File: src/hw/rtl/stp_pkg.sv
// Shared types and constants for the stepper trapezoid positioner.
// Used by the controller, datapath, top level and checkers.
`timescale 1ns / 1ps
`default_nettype none

package stp_pkg;

  localparam int POSITION_BITS = 16;

  typedef logic [POSITION_BITS-1:0] pos_t;

  // Register reset values
  localparam logic [7:0]  MIN_SPEED_RST     = 8'd10;
  localparam logic [7:0]  MAX_SPEED_RST     = 8'd100;
  localparam logic [15:0] SPEED_PRODUCT_RST = 16'd2550;
  localparam logic [2:0]  USTEP_SHIFT_RST   = 3'd0;

  // Quotient bits produced by the period divider
  localparam int DIV_STEPS = 8;

  typedef enum logic [1:0] {
    KIND_TICK   = 2'd0,
    KIND_TARGET = 2'd1,
    KIND_RESET  = 2'd2,
    KIND_SLEEP  = 2'd3
  } kind_t;

  typedef enum logic [1:0] {
    REG_MIN_SPEED     = 2'd0,
    REG_MAX_SPEED     = 2'd1,
    REG_SPEED_PRODUCT = 2'd2,
    REG_USTEP_SHIFT   = 2'd3
  } cfg_reg_t;

  typedef enum logic [1:0] {
    DIR_NONE = 2'd0,
    DIR_UP   = 2'd1,
    DIR_DOWN = 2'd2
  } dir_t;

  typedef enum logic [1:0] {
    ST_IDLE   = 2'd0,
    ST_DIV    = 2'd1,
    ST_PERIOD = 2'd2,
    ST_LOAD   = 2'd3
  } state_t;

  typedef struct packed {
    kind_t      kind;
    logic [7:0] target;
    logic       driver_fault;
    logic [7:0] new_position;
    logic       sleep_on;
  } req_t;

  typedef struct packed {
    logic       step_level;
    logic       moving_up;
    logic       high_current;
    logic       running;
    logic [7:0] compare_period;
    logic [7:0] position;
    logic       busy_res;
    logic       sleeping;
    logic       move_started;
  } res_t;

  // Controller to datapath
  typedef struct packed {
    logic exec;
    logic div_step;
    logic period_wr;
    logic load;
  } cmd_t;

  // Datapath to controller
  typedef struct packed {
    logic tick_rise;
  } status_t;

endpackage

`default_nettype wire

File: src/hw/rtl/stepper_trapezoid_positioner_top.sv
// Stepper trapezoid positioner: one result per request, one request at a time.
// The result is loaded from the load state after accept; a tick that raises the step
// line first runs the 8-step period divider and the period write. A stalled result
// holds off the load. The next request is taken only after the result is loaded.
// Reset (rst, synchronous): registers at defaults, motor stopped, driver asleep,
// high current, no result pending. Depends on stp_pkg, stp_ctrl, stp_dp.
`timescale 1ns / 1ps
`default_nettype none

module stepper_trapezoid_positioner_top (
  input  wire logic          clk,
  input  wire logic          rst,
  input  wire logic          cfg_we,
  input  wire logic [1:0]    cfg_index,
  input  wire logic [15:0]   cfg_data,
  input  wire logic          req_valid,
  output logic               req_stall,
  input  wire stp_pkg::req_t req,
  output logic               res_valid,
  input  wire logic          res_stall,
  output stp_pkg::res_t      res
);

  stp_pkg::cmd_t    cmd;
  stp_pkg::status_t status;

  stp_ctrl u_ctrl (
    .clk       (clk),
    .rst       (rst),
    .req_valid (req_valid),
    .req_stall (req_stall),
    .res_valid (res_valid),
    .res_stall (res_stall),
    .status    (status),
    .cmd       (cmd)
  );

  stp_dp u_dp (
    .clk       (clk),
    .rst       (rst),
    .cfg_we    (cfg_we),
    .cfg_index (cfg_index),
    .cfg_data  (cfg_data),
    .req       (req),
    .cmd       (cmd),
    .status    (status),
    .res       (res)
  );

endmodule

`default_nettype wire

File: src/hw/rtl/stp_div.sv
// Restoring divider for the compare period: 16-bit numerator over 8-bit divisor,
// one quotient bit per step, result saturated to 255. Stands alone.
`timescale 1ns / 1ps
`default_nettype none

module stp_div (
  input  wire logic        clk,
  input  wire logic        init,
  input  wire logic        step,
  input  wire logic [15:0] numer,
  input  wire logic [7:0]  denom,
  output logic [7:0]       quot
);

  logic [7:0] rem;
  logic [7:0] low;
  logic [7:0] dsr;
  logic       sat;
  logic [8:0] trial;
  logic       fits;

  assign trial = {rem, low[7]};
  assign fits  = trial >= {1'b0, dsr};

  // Quotient fits 8 bits only when the high byte is below the divisor;
  // a zero divisor lands in the saturated case as well.
  always_ff @(posedge clk) begin
    if (init) begin
      rem <= numer[15:8];
      low <= numer[7:0];
      dsr <= denom;
      sat <= numer[15:8] >= denom;
    end else if (step) begin
      if (fits) begin
        rem <= 8'(trial - {1'b0, dsr});
      end else begin
        rem <= trial[7:0];
      end
      low <= {low[6:0], fits};
    end
  end

  assign quot = sat ? 8'hFF : low;

endmodule

`default_nettype wire

File: src/hw/rtl/stp_ctrl.sv
// Sequencing controller for the positioner: takes requests, runs the period
// divider, loads the result register. Depends on stp_pkg.
`timescale 1ns / 1ps
`default_nettype none

module stp_ctrl (
  input  wire logic             clk,
  input  wire logic             rst,
  input  wire logic             req_valid,
  output logic                  req_stall,
  output logic                  res_valid,
  input  wire logic             res_stall,
  input  wire stp_pkg::status_t status,
  output stp_pkg::cmd_t         cmd
);

  localparam int CNT_W = $clog2(stp_pkg::DIV_STEPS);

  stp_pkg::state_t state, state_next;
  logic [CNT_W-1:0] cnt, cnt_next;
  logic             load_ok;

  assign load_ok = !res_valid || !res_stall;

  always_ff @(posedge clk) begin
    if (rst) begin
      state     <= stp_pkg::ST_IDLE;
      cnt       <= '0;
      res_valid <= 1'b0;
    end else begin
      state <= state_next;
      cnt   <= cnt_next;
      if (cmd.load) begin
        res_valid <= 1'b1;
      end else if (!res_stall) begin
        res_valid <= 1'b0;
      end
    end
  end

  always_comb begin
    state_next    = state;
    cnt_next      = cnt;
    cmd.exec      = 1'b0;
    cmd.div_step  = 1'b0;
    cmd.period_wr = 1'b0;
    cmd.load      = 1'b0;
    req_stall     = 1'b1;
    unique case (state)
      stp_pkg::ST_IDLE: begin
        req_stall = 1'b0;
        if (req_valid) begin
          cmd.exec = 1'b1;
          cnt_next = '0;
          state_next = status.tick_rise ? stp_pkg::ST_DIV : stp_pkg::ST_LOAD;
        end
      end
      stp_pkg::ST_DIV: begin
        cmd.div_step = 1'b1;
        cnt_next     = cnt + 1'b1;
        if (cnt == CNT_W'(stp_pkg::DIV_STEPS - 1)) begin
          state_next = stp_pkg::ST_PERIOD;
        end
      end
      stp_pkg::ST_PERIOD: begin
        cmd.period_wr = 1'b1;
        state_next    = stp_pkg::ST_LOAD;
      end
      stp_pkg::ST_LOAD: begin
        // hold until the result register is free
        if (load_ok) begin
          cmd.load   = 1'b1;
          state_next = stp_pkg::ST_IDLE;
        end
      end
      default: state_next = stp_pkg::ST_IDLE;
    endcase
  end

endmodule

`default_nettype wire

File: src/hw/rtl/stp_dp.sv
// Datapath of the positioner: configuration registers, motion state, speed ramp,
// period divider and result register. Depends on stp_pkg and stp_div.
`timescale 1ns / 1ps
`default_nettype none

module stp_dp (
  input  wire logic          clk,
  input  wire logic          rst,
  input  wire logic          cfg_we,
  input  wire logic [1:0]    cfg_index,
  input  wire logic [15:0]   cfg_data,
  input  wire stp_pkg::req_t req,
  input  wire stp_pkg::cmd_t cmd,
  output stp_pkg::status_t   status,
  output stp_pkg::res_t      res
);

  // Configuration
  logic [7:0]  speed_floor;
  logic [7:0]  speed_ceil;
  logic [15:0] speed_product;
  logic [2:0]  ustep_shift;

  // Motion state
  stp_pkg::dir_t direction;
  stp_pkg::pos_t ustep_pos;
  logic [15:0]   steps_left;
  logic [15:0]   steps_done;
  logic [15:0]   ramp_length;
  logic [7:0]    speed_value;
  logic [7:0]    period_value;
  logic          step_line;
  logic          timer_on;
  logic          current_boost;
  logic          asleep;
  logic          started;

  // Derived values
  stp_pkg::pos_t full_shift;
  logic [7:0]    full_pos;
  stp_pkg::pos_t target_ustep;
  stp_pkg::pos_t diff;
  stp_pkg::pos_t diff_mag;
  logic [31:0]   mag_wide;
  logic [15:0]   steps_new;
  logic [7:0]    span;
  logic [15:0]   ramp_new;
  logic          set_ok;
  logic [15:0]   done_inc;
  logic [15:0]   left_dec;
  logic [7:0]    speed_rise;
  logic [7:0]    div_quot;

  always_ff @(posedge clk) begin
    if (rst) begin
      speed_floor   <= stp_pkg::MIN_SPEED_RST;
      speed_ceil    <= stp_pkg::MAX_SPEED_RST;
      speed_product <= stp_pkg::SPEED_PRODUCT_RST;
      ustep_shift   <= stp_pkg::USTEP_SHIFT_RST;
    end else if (cfg_we) begin
      unique case (stp_pkg::cfg_reg_t'(cfg_index))
        stp_pkg::REG_MIN_SPEED:     speed_floor   <= cfg_data[7:0];
        stp_pkg::REG_MAX_SPEED:     speed_ceil    <= cfg_data[7:0];
        stp_pkg::REG_SPEED_PRODUCT: speed_product <= cfg_data;
        stp_pkg::REG_USTEP_SHIFT:   ustep_shift   <= cfg_data[2:0];
        default: ;
      endcase
    end
  end

  assign full_shift   = ustep_pos >> ustep_shift;
  assign full_pos     = full_shift[7:0];
  assign target_ustep = stp_pkg::pos_t'(req.target) << ustep_shift;
  assign diff         = target_ustep - ustep_pos;
  assign diff_mag     = diff[stp_pkg::POSITION_BITS-1] ? stp_pkg::pos_t'(-diff) : diff;
  assign mag_wide     = 32'(diff_mag);
  assign steps_new    = (mag_wide > 32'h0000_FFFF) ? 16'hFFFF : mag_wide[15:0];
  assign span         = (speed_ceil >= speed_floor) ? 8'(speed_ceil - speed_floor)
                                                    : 8'(speed_floor - speed_ceil);
  assign ramp_new     = ({8'd0, span} < (steps_new >> 1)) ? {8'd0, span}
                                                          : (steps_new >> 1);
  assign set_ok       = (req.target != full_pos) && (steps_left == 16'd0) &&
                        !timer_on && !req.driver_fault;

  // Ramp: accelerate inside the leading ramp, decelerate inside the trailing one
  assign done_inc = steps_done + 16'd1;
  assign left_dec = steps_left - 16'd1;
  always_comb begin
    speed_rise = speed_value;
    if ((done_inc < ramp_length) && (speed_value < speed_ceil)) begin
      speed_rise = speed_value + 8'd1;
    end else if ((left_dec < ramp_length) && (speed_value > speed_floor)) begin
      speed_rise = speed_value - 8'd1;
    end
  end

  assign status.tick_rise = (req.kind == stp_pkg::KIND_TICK) && timer_on &&
                            (steps_left != 16'd0) && !step_line;

  stp_div u_div (
    .clk   (clk),
    .init  (cmd.exec && status.tick_rise),
    .step  (cmd.div_step),
    .numer (speed_product),
    .denom (speed_rise),
    .quot  (div_quot)
  );

  always_ff @(posedge clk) begin
    if (rst) begin
      direction     <= stp_pkg::DIR_NONE;
      ustep_pos     <= '0;
      steps_left    <= '0;
      steps_done    <= '0;
      ramp_length   <= '0;
      speed_value   <= stp_pkg::MIN_SPEED_RST;
      period_value  <= '0;
      step_line     <= 1'b0;
      timer_on      <= 1'b0;
      current_boost <= 1'b1;
      asleep        <= 1'b1;
      started       <= 1'b0;
    end else begin
      if (cmd.exec) begin
        started <= 1'b0;
        unique case (req.kind)
          stp_pkg::KIND_TICK: begin
            if (timer_on) begin
              if (steps_left != 16'd0) begin
                step_line <= ~step_line;
                if (!step_line) begin
                  steps_done  <= done_inc;
                  steps_left  <= left_dec;
                  speed_value <= speed_rise;
                end
              end else begin
                // stop and commit the signed step count
                step_line     <= 1'b0;
                timer_on      <= 1'b0;
                current_boost <= 1'b0;
                steps_done    <= '0;
                if (direction == stp_pkg::DIR_UP) begin
                  ustep_pos <= ustep_pos + stp_pkg::pos_t'(steps_done);
                end else if (direction == stp_pkg::DIR_DOWN) begin
                  ustep_pos <= ustep_pos - stp_pkg::pos_t'(steps_done);
                end
              end
            end
          end
          stp_pkg::KIND_TARGET: begin
            if (set_ok) begin
              asleep <= 1'b0;
              if (diff != '0) begin
                direction     <= diff[stp_pkg::POSITION_BITS-1] ? stp_pkg::DIR_DOWN
                                                                : stp_pkg::DIR_UP;
                steps_left    <= steps_new;
                ramp_length   <= ramp_new;
                current_boost <= 1'b1;
                speed_value   <= speed_floor;
                period_value  <= speed_floor;
                timer_on      <= 1'b1;
                started       <= 1'b1;
              end
            end
          end
          stp_pkg::KIND_RESET: begin
            direction   <= stp_pkg::DIR_NONE;
            ustep_pos   <= stp_pkg::pos_t'(req.new_position) << ustep_shift;
            steps_left  <= '0;
            steps_done  <= '0;
            ramp_length <= '0;
            speed_value <= speed_floor;
          end
          stp_pkg::KIND_SLEEP: asleep <= req.sleep_on;
          default: ;
        endcase
      end
      if (cmd.period_wr) begin
        period_value <= div_quot;
      end
    end
  end

  always_ff @(posedge clk) begin
    if (cmd.load) begin
      res.step_level     <= step_line;
      res.moving_up      <= direction == stp_pkg::DIR_UP;
      res.high_current   <= current_boost;
      res.running        <= timer_on;
      res.compare_period <= period_value;
      res.position       <= full_pos;
      res.busy_res       <= steps_left != 16'd0;
      res.sleeping       <= asleep;
      res.move_started   <= started;
    end
  end

endmodule

`default_nettype wire

File: config.mk
export PLATFORM = sky130hd
export DESIGN_NAME = stepper_trapezoid_positioner_top
export DESIGN_NICKNAME = d
export VERILOG_FILES = /design/src/hw/rtl/stp_pkg.sv /design/src/hw/rtl/stepper_trapezoid_positioner_top.sv /design/src/hw/rtl/stp_div.sv /design/src/hw/rtl/stp_ctrl.sv /design/src/hw/rtl/stp_dp.sv
export SDC_FILE = /design/constraint.sdc
export NUM_CORES = 1
export LEC_CHECK = 0
export ABC_AREA = 1
export BUFFER_PORTS_ARGS = -buffer_cell sky130_fd_sc_hd__buf_4
export CORE_MARGIN = 1.5
export CORE_UTILIZATION = 55
export DETAILED_ROUTE_END_ITERATION = 6
export HOLD_SLACK_MARGIN = 0.03
export PLACE_DENSITY = 0.75
export SETUP_SLACK_MARGIN = 0.2
export SLEW_MARGIN = 5
export SYNTH_ARGS = -nofsm -noshare
export SYNTH_HDL_FRONTEND = slang
export SYNTH_HIERARCHICAL = 1
export SYNTH_SLANG_ARGS = --single-unit
File: constraint.sdc
create_clock -name clk -period 4.4 [get_ports clk]
set_clock_uncertainty 0.15 [all_clocks]
set_input_delay 0.22 -clock clk [delete_from_list [all_inputs] [get_ports clk]]
set_output_delay 0.22 -clock clk [all_outputs]
set_load 0.01 [all_outputs]
==> impl_metrics.tcl, run 1 <==
set metrics [dict create \
    status "finished, final reports clean" \
    muxShareOfSynthArea 0.004253 \
    syn_to_final_growth_pct 16.68 \
    leakage_uw 0.007592 \
    drt.antenna.violating_nets 0 \
    synthAdderAreaFrac 0.1205 \
    antenna_found_initial 0 \
    worst_r2r_endpoint "u_dp/ramp_length[1]" \
    hold_class "in -> reg" \
    cts_made_buffers 17 \
    wirelength_um 40410 \
    numPortBuffers 67 \
    fin_crit_sh 0.9357 \
    hpwl_um 30540 \
    min_period_ps 4117 \
    gp_congestion 0.9040 \
    ios 68 \
    fp-row-count 58 \
    finalHoldViolCount 0 \
    fmax_ghz 0.2429 \
    ys.flop_type "dfxtp_1" \
    maxCapViolCount 0 \
    dpl_cell_area_um2 14960 \
    syn_avg_cell_area_um2 6.894 \
    whs_endpoint "u_ctrl/cnt[0]" \
    numClockSinks 175 \
    synth_nets 2224 \
    maxSlewViolCount 0 \
    hp-start "req_valid" \
    rsz0062_at_grt "true" \
    grt_max_degree 61 \
    slew_headroom 0.1666 \
    whs_path_depth 5 \
    die_h_um 163.2 \
    synth.cell_area_um2 14120 \
    coreArea_um2 25180 \
    clk_latency_ps 440 \
    die_width_um 163.2 \
    timing.critical_path.buf_inv 4 \
    grt_pass1_vias 12930 \
    ys_seq_area_frac 0.2821 \
    synth_most_common_cell "nand2_1" \
    setup_tns_ps 0 \
    worstReg2RegStart "u_dp/ustep_shift[0]" \
    synth_top_family_by_area "simple AND/OR/NAND/NOR gates" \
    grt_pass1_wl_um 63720 \
    synth-simple-area-share 0.2842 \
    clockRootBuffer "clkbuf_16" \
    initial_core_util 0.5607 \
    vias_per_cell 5.656 \
    peakVddDrop_uv 349.5 \
    final_cell_area_um2 16470 \
    fillCellCount 2235 \
    synth_warnings 6 \
    crit_arrival_ps 4320 \
    synth-compound-area-share 0.1575 \
    setup_viol 0 \
    worstPathRequired_ps 4600 \
    synthTopCellsByArea "dfxtp_1 (18%), nand2_1 (14%), ha_1 (11%), edfxtp_1 (10%), inv_1 (6.9%)" \
    synth-seq-cells 175 \
    synth_area_leader_cell "dfxtp_1" \
    seqCellArea_um2 4003 \
    drc_errors 0 \
    synth_edf_count 48 \
    crit_fanout 9 \
    crit_slowest_cell "dfxtp_4" \
    synthTopCellsByCount "nand2_1 (532), inv_1 (260), a21oi_1 (152), o21ai_0 (133)" \
    synthCells 2048 \
    cp_common_cell "nand2_1" \
    die-area_um2 26640 \
    fin_nets 2326 \
    path_clk_slew_ps 70 \
    htree_num_levels 4 \
    p_per_area_nw_per_um2 493.4 \
    cts_tree "done" \
    reg2reg_depth 30 \
    worst_setup_path_start_kind "flip-flop" \
    overflow 0 \
    drive_gt1_frac 0.1512 \
    crit_family "simple AND/OR/NAND/NOR gates" \
    clock_path_buffers 2 \
    dr.pass1.iters 7 \
    cp.depth 30 \
    multi_input_area_um2 9190 \
    synth_xor_area_frac 0.05335 \
    slowest_delay_ps 370 \
    crit_type "reg -> reg" \
    diodes 0 \
    grtUsageTotal 0.3002 \
    ys_types 65 \
    wire_per_inst_um 16.21 \
    rrSetupSlack_ps 280 \
    via_count 14100 \
    critPathCaptureType "flip-flop" \
    async_flop_share 0 \
    worst_slew_pin_slew_ps 1246 \
    drt-initial-drc-count 1463 \
    yosysTopAreaCellShare 0.1801 \
]
logic make-up after synthesis:
logic type,after synthesis
AOI/OAI and AO/OA,394
adders and majority gates,133
xor gates and xnor gates,86
buffers and inverters,339
and+or+nand+nor,915
DFF,175
muxes,6
worst min-delay path: stages:
cell and delay, ps:
buf_4 90, inv_1 40, nand2_2 100, a21oi_1 70, nor2_1 90
stage by stage:
| step | util | setup WS [ps] | hold WS, ps | instances | total power, uW |
|---|---|---|---|---|---|
| 2_1_floorplan | - | 203.7 | 139.1 | 2048 | 5182 |
| 3_3_place_gp | 0.5942 | 112.2 | 265.6 | 2410 | 6057 |
| 3_5_place_dp | 0.5942 | 121.5 | 265.8 | 2410 | 6169 |
| 4_1_cts | 0.6252 | 184.7 | 70.04 | 2461 | 7673 |
| 5_1_grt | 0.6542 | 88.83 | 92.47 | 2493 | 8752 |
| 6_report | 0.6542 | 283.0 | 67.87 | 2493 | 8128 |
metal layers:
metal / part of all wire / vias to the layer above / track usage
li1: - / 6963 / -
met1: 0.45 / 6500 / 0.4248
met3: 0.083 / 72 / 0.05333
met5: 0 / - / 0
met4: 0.025 / 0 / 0.1043
met2: 0.44 / 566 / 0.4574
worst max-delay path by stage:
stage                     slack (ps)                   to                start
after detailed placement         120       u_dp/u_div/sat   u_dp/steps_done[0]
final                            280  u_dp/ramp_length[1]  u_dp/ustep_shift[0]
after global placement           110       u_dp/u_div/sat   u_dp/steps_done[0]
after CTS                        180       u_dp/u_div/sat   u_dp/steps_done[0]
after floorplan                  200  u_dp/ramp_length[6]  u_dp/ustep_shift[1]
after global routing              90  u_dp/ramp_length[3]  u_dp/ustep_shift[0]
repair_timing:
item | in CTS | in global routing
hold buffers | 18 | 0
gates cloned | 0 | 5
pin swaps | 1 | 46
buffers inserted | 1 | 27
resized for setup | 4 | 114
setup endpoints to repair | 9 | 47
endpoints found under the hold margin | 34 | 0
state kept, by name (all words and copies together), names as in the netlist, 2 cells and up:
name	count
u_dp/res	23
u_dp/period_value	8
u_ctrl/state	2
u_dp/u_div/rem	8
u_dp/steps_left	16
u_dp/u_div/dsr	8
u_dp/ustep_shift	3
u_dp/speed_ceil	8
u_dp/speed_value	8
u_dp/speed_floor	8
u_dp/direction	2
u_dp/ustep_pos	16
u_dp/steps_done	16
u_dp/ramp_length	15
u_dp/u_div/low	8
u_dp/speed_product	16
u_ctrl/cnt	3
cells in the final DEF (no fill, tap or decap), drive strengths merged, types with 2 or more instances in the layout:
cell / count
nand2: 555
inv: 275
o21ai: 170
a21oi: 161
nor2: 144
nand3: 137
ha: 128
dfxtp: 127
buf: 122
xor2: 65
edfxtp: 48
nor3: 30
nand4: 27
xnor2: 21
clkbuf: 20
dlygate4sd3: 18
clkinv: 13
nand3b: 10
o211ai: 10
a31oi: 9
o22ai: 9
a221oi: 7
mux2i: 6
o31ai: 6
or2: 6
fa: 5
a211oi: 5
nor4: 5
a22oi: 4
clkinvlp: 4
o21bai: 3
o2111ai: 3
o21a: 2
layout make-up:
class                   instances  area share
well taps                     330     0.02506
clock inverters                15    0.008886
inverters                     277     0.06501
repair inverters                1   0.0004557
clock buffers                  17     0.02582
repair buffers                143     0.07397
flip-flops and latches        175      0.2430
multi-input cells            1535      0.5578
report_power, final:
part	internal, uW	switching (uW)
registers	1950	171
logic	1700	2820
clock network	754	730
total	4410	3720
Note: power is estimated with default switching activity, not from simulation.
==> run 2: changes to the inputs <==
- PLACE_DENSITY: 0.75 -> 0.73
- clock period: 4.4 -> 4.3 ns (I/O delays scaled with it)
==> run 2 against run 1 <==
  * Critical path depth decreased by 10
  * Flip-flop and latch count did not move
  * Die area unchanged
  * Sequential power increased by 3%
  * Register-to-register slack lost 20 ps
  * Utilization up 1.3 points
  * Hold slack got worse by 20 ps
  * Global-route usage decreased by 0.11 points
  * Final cell count rose by 1.2%
  * First-iteration DRC count grew 4.5%
==> impl_metrics.tcl, run 2 (synthesis results as in run 1) <==
set metrics [dict create \
    vias_per_cell 5.692 \
    clockRootBuffer "clkbuf_16" \
    seqCellArea_um2 4003 \
    worst_r2r_endpoint "u_dp/u_div/sat" \
    p_per_area_nw_per_um2 529.8 \
    worst_slew_pin_slew_ps 1276 \
    clk_latency_ps 450 \
    p_sw_uw 4053 \
    slew_headroom 0.1463 \
    fin_crit_sh 0.9396 \
    fp-row-count 58 \
    slowest_delay_ps 390 \
    whs_path_depth 5 \
    grtUsageTotal 0.2991 \
    numClockSinks 175 \
    final_cell_mix "nand2_1 (509), inv_1 (248), buf_4 (145)" \
    final-instance-count-excl-fill 2524 \
    crit_fanout 6 \
    diodes 0 \
    cp_cell_sequence "ha_4 > nand3_2 > nor2_4 > nand3_2 > nor2_2 > inv_2 > nor3_2 > nand3_1 > xor2_2 > ha_1 > nand4_1 > nor2_1 > nor2_4 > nand3_4 > buf_6 > o21ai_4 > inv_1 > ha_1 > a21oi_1 > o2111ai_1" \
    regMostFlops "u_dp/res" \
    htree_num_levels 4 \
    crit_family "simple AND/OR/NAND/NOR gates" \
    min_period_ps 4040 \
    crit_type "reg -> reg" \
    fmax_ghz 0.2475 \
    initial_core_util 0.5607 \
    maxCapViolCount 0 \
    layout.cells.most_common "nand2_1" \
    dp.cells 2423 \
    rsz0062_at_grt "true" \
    power_frac_seq 0.246 \
    grt_pass1_wl_um 63770 \
    drive_gt1_frac 0.1714 \
    antenna_found_initial 0 \
    wirelength_um 41920 \
    worstReg2RegStart "u_dp/steps_done[0]" \
    multi_input_area_um2 9276 \
    clock_path_buffers 2 \
    drc_errors 0 \
    p_clk_frac 0.176 \
    hpwl_um 30900 \
    via_count 14370 \
    syn_to_final_growth_pct 19.00 \
    setup_viol 0 \
    grt_pass1_vias 12670 \
    die_h_um 163.2 \
    crit_start "u_dp/steps_done[0]" \
    fillCellCount 2095 \
    crit_path_end "u_dp/u_div/sat" \
    holdWs_ps 47.99 \
    leakage_uw 0.007743 \
    reg2reg_depth 20 \
    path_clk_slew_ps 70 \
    largest_reg_flops 23 \
    grt_max_degree 61 \
    crit_slowest_cell "dfxtp_4" \
    hold_class "in -> reg" \
    cts_tree "done" \
    maxSlewViolCount 0 \
    cts_made_buffers 17 \
    timing.critical_path.buf_inv 3 \
    finalHoldViolCount 0 \
    ios 68 \
    internal_power_uw 4849 \
    switching_share 0.4553 \
    fin_nets 2357 \
    peakVddDrop_uv 451.7 \
    worst_setup_path_start_kind "flip-flop" \
    wire_per_inst_um 16.61 \
    status "finished, final reports clean" \
    combPwrFrac 0.578 \
    overflow 0 \
    drt.antenna.violating_nets 0 \
    crit_arrival_ps 4070 \
    die_width_um 163.2 \
    numPortBuffers 67 \
    rrSetupSlack_ps 260 \
    cp.depth 20 \
    critPathCaptureType "flip-flop" \
    coreArea_um2 25180 \
    gp_congestion 0.9811 \
    drt-initial-drc-count 1529 \
    utilization 0.6672 \
    dr.pass1.iters 7 \
    die-area_um2 26640 \
    worstPathRequired_ps 4330 \
]
==> run 2: changes by cell type in the layout (fill, tap and decap cells not counted), sizes merged <==
| cell | before | now |
|---|---|---|
| buf | 122 | 152 |
| bufinv | 1 | 2 |
| clkbuf | 20 | 22 |
| clkinv | 13 | 9 |
| clkinvlp | 4 | 2 |
| dlygate4sd3 | 18 | 20 |
| inv | 275 | 276 |
| nand2 | 555 | 556 |
==> run 2: layout make-up <==
| class | instances | share of cell area |
|---|---|---|
| Timing Repair Buffer | 174 | 0.08564 |
| Tap cell | 330 | 0.02457 |
| Multi-Input combinational cell | 1536 | 0.5521 |
| Clock buffer | 20 | 0.02658 |
| Sequential cell | 175 | 0.2382 |
| Inverter | 277 | 0.06426 |
| Clock inverter | 12 | 0.008638 |
==> run 2: worst reg2reg max path: stages (launching register included) <==
cell and delay, ps:
dfxtp_4 390, ha_4 160, nand3_2 130, nor2_4 150, nand3_2 90, nor2_2 130, inv_2 60, nor3_2 210
nand3_1 140, xor2_2 190, ha_1 300, nand4_1 130, nor2_1 90, nor2_4 250, nand3_4 150, buf_6 180
o21ai_4 200, inv_1 70, ha_1 290, a21oi_1 200, o2111ai_1 130
==> run 2: through the flow <==
stage               cell area (um^2)  total power (uW)  TNS (ps)  setup WS [ps]
finish                         16800              8902         0          259.8
global route                   16800              9517         0          61.07
CTS                            15940              8079         0          153.7
detailed placement             15080              6435    -117.7         -117.7
global placement               15080              6301         0         0.7150
floorplan                      14190              5309         0          147.3
==> run 2: worst min-delay path by stage <==
stage               slack [ps]                  from            end
finish                      50             req_valid  u_ctrl/cnt[0]
global route                70             req_valid  u_ctrl/cnt[0]
CTS                         40             req_valid  u_ctrl/cnt[0]
detailed placement         260  u_dp/period_value[0]   u_dp/res[11]
global placement           270  u_dp/period_value[0]   u_dp/res[11]
floorplan                  130                   rst  u_ctrl/cnt[1]
==> run 2: routing by layer <==
metal  vias to the layer above  global-route usage  part of all wire
met1                      6728              0.4356              0.47
met4                         0             0.07631             0.019
met2                       544              0.4655              0.45
li1                       7029                   -                 -
met3                        66             0.03682             0.065
met5                         -                   0                 0
==> run 2: power groups by stage <==
stage	clock (uW)	sequential (uW)	combinational, uW
after floorplan	0	2160	3140
after global placement	0	2200	4100
after detailed placement	0	2210	4220
after CTS	1590	2170	4320
after global routing	1640	2210	5660
final	1570	2190	5140
==> run 2: what timing repair did <==
item	in CTS	in global routing
gates resized for setup	14	136
endpoints found under the hold margin	34	0
hold buffers	20	0
setup endpoints to repair	29	48
pin swaps	0	46
cloned	0	5
setup buffers	1	43
==> run 3: changes to the inputs <==
- clock period: 4.3 -> 4.9 ns (I/O delays scaled with it)
==> run 3 against run 2 <==
  * Sequential share of layout area rose by 1.6 points
  * Count of clock-buffer cells in the layout fell by 3
  * First-iteration DRC count fell by 14%
  * Global-route usage fell by 0.66 points
  * Flip-flop and latch count did not move
  * Register-to-register slack improved by 170 ps
  * Utilization fell by 4.5 points
  * Critical path type unchanged
==> impl_metrics.tcl, run 3 (synthesis results as in run 1) <==
set metrics [dict create \
    status "finished, final reports clean" \
    die_width_um 163.2 \
    diodes 0 \
    p_sw_uw 3185 \
    overflow 0 \
    initial_core_util 0.5607 \
    power_frac_seq 0.272 \
    cts_made_buffers 17 \
    numClockSinks 175 \
    wire_per_inst_um 15.75 \
    slew_headroom 0.1832 \
    switching_share 0.4548 \
    maxSlewViolCount 0 \
    regMostFlops "u_dp/res" \
    drt.antenna.violating_nets 0 \
    htree_num_levels 4 \
    layout.cells.most_common "nand2_1" \
    wirelength_um 38570 \
    fp-row-count 58 \
    drc_errors 0 \
    largest_reg_flops 23 \
    maxCapViolCount 0 \
    hpwl_um 29840 \
    die_h_um 163.2 \
    critPathCaptureType "flip-flop" \
    grt_pass1_wl_um 61910 \
    leakage_uw 0.007275 \
    grtUsageTotal 0.2924 \
    fin_nets 2282 \
    min_period_ps 4466 \
    p_clk_frac 0.205 \
    worst_slack_ps 434.5 \
    hold_class "in -> reg" \
    die-area_um2 26640 \
    internal_power_uw 3818 \
    combPwrFrac 0.523 \
    crit_arrival_ps 4480 \
    worstPathRequired_ps 4920 \
    worst_slew_pin_slew_ps 1217 \
    setup_tns_ps 0 \
    crit_fanout 13 \
    cts_tree "done" \
    grt_pass1_vias 12230 \
    clockRootBuffer "clkbuf_16" \
    numPortBuffers 67 \
    peakVddDrop_uv 349.5 \
    syn_to_final_growth_pct 10.94 \
    crit_type "reg -> reg" \
    pre_cts_ws_ps 251.7 \
    antenna_found_initial 0 \
    path_clk_slew_ps 80 \
    gp_congestion 0.9097 \
    fin_crit_sh 0.9113 \
    rsz0062_at_grt "true" \
    worst_setup_path_start_kind "flip-flop" \
    clock_path_buffers 2 \
    drt-initial-drc-count 1316 \
    via_count 13670 \
    clk_latency_ps 440 \
    ios 68 \
    grt_max_degree 62 \
    fmax_ghz 0.2239 \
    drive_gt1_frac 0.09910 \
    setup_viol 0 \
    coreArea_um2 25180 \
    finalHoldViolCount 0 \
    p_per_area_nw_per_um2 447.1 \
    vias_per_cell 5.583 \
    final_cell_mix "nand2_1 (531), inv_1 (259), a21oi_1 (151)" \
    dr.pass1.iters 7 \
]
==> run 3: changes by cell type in the layout (fill, tap and decap cells not counted), sizes merged <==
cell / previous run / this run
buf: 152 / 83
clkbuf: 22 / 17
clkinv: 9 / 12
dlygate4sd3: 20 / 18
bufinv: 2 / 3
inv: 276 / 275
nand2: 556 / 555
nand3: 137 / 136
==> run 3: repair_timing <==
action                                  4_1_cts  5_1_grt
hold endpoints to repair                     34        0
setup buffers                                 0        3
resized for setup                             0       11
hold buffers                                 18        0
endpoints found under the setup margin        0       22
==> run 3: power groups by stage <==
stage | Sequential [uW] | Combinational, uW | Clock, uW
finish | 1910 | 3660 | 1430
global route | 1930 | 4130 | 1510
CTS | 1900 | 3570 | 1450
detailed placement | 1940 | 3530 | 0
global placement | 1930 | 3440 | 0
floorplan | 1900 | 2720 | 0
==> run 3: final timing paths <==
check                     startpoint             endpoint  slack (ps)  depth (start not counted)
setup reg to reg  u_dp/steps_done[0]       u_dp/u_div/sat         430                         21
hold / removal          cfg_index[0]  u_dp/speed_floor[3]          50                          3
hold reg to reg   u_dp/current_boost         u_dp/res[20]         280                          0
setup / recovery  u_dp/steps_done[0]       u_dp/u_div/sat         430                         21
==> run 3: routing by layer <==
layer / vias up / wire length [um] / track usage
met4: 0 / 723 / 0.08382
met5: - / 0 / 0
met2: 478 / 16630 / 0.4405
met1: 6268 / 18140 / 0.4255
met3: 56 / 3066 / 0.05053
li1: 6870 / - / -
==> run 3: final cells by class <==
class                           count  area (um^2)
Clock buffer                       17        425.4
Clock inverter                     15        188.9
Fill cell                        2277         9517
Inverter                          277         1065
Multi-Input combinational cell   1534         8781
Sequential cell                   175         3989
Tap cell                          330        412.9
Timing Repair Buffer              101        803.3
==> run 3: worst max-delay path, stage by stage (launching register included) <==
cell,delay [ps]
dfxtp_1,390
ha_1,210
nand3_1,150
nor2_1,200
nand3_1,150
nor2_1,110
inv_1,70
nor3_1,270
nand3_1,160
xor2_1,210
ha_1,320
nand4_1,150
nand3b_1,360
nand3_4,230
nand2_1,80
nand2_1,180
inv_1,80
ha_1,290
a21oi_1,160
o21ai_0,100
nand2_1,60
o2111ai_1,100
==> run 3: per-stage QoR <==
stage	hold WS, ps	cell area, um^2	utilization	power, uW	instances
global route	61.47	15670	0.6221	7566	2449
floorplan	164.1	14120	-	4617	2048
CTS	33.74	15610	0.6199	6924	2446
finish	48.54	15670	0.6221	7003	2449
detailed placement	271.1	14820	0.5884	5462	2396
global placement	266.5	14820	0.5884	5371	2396
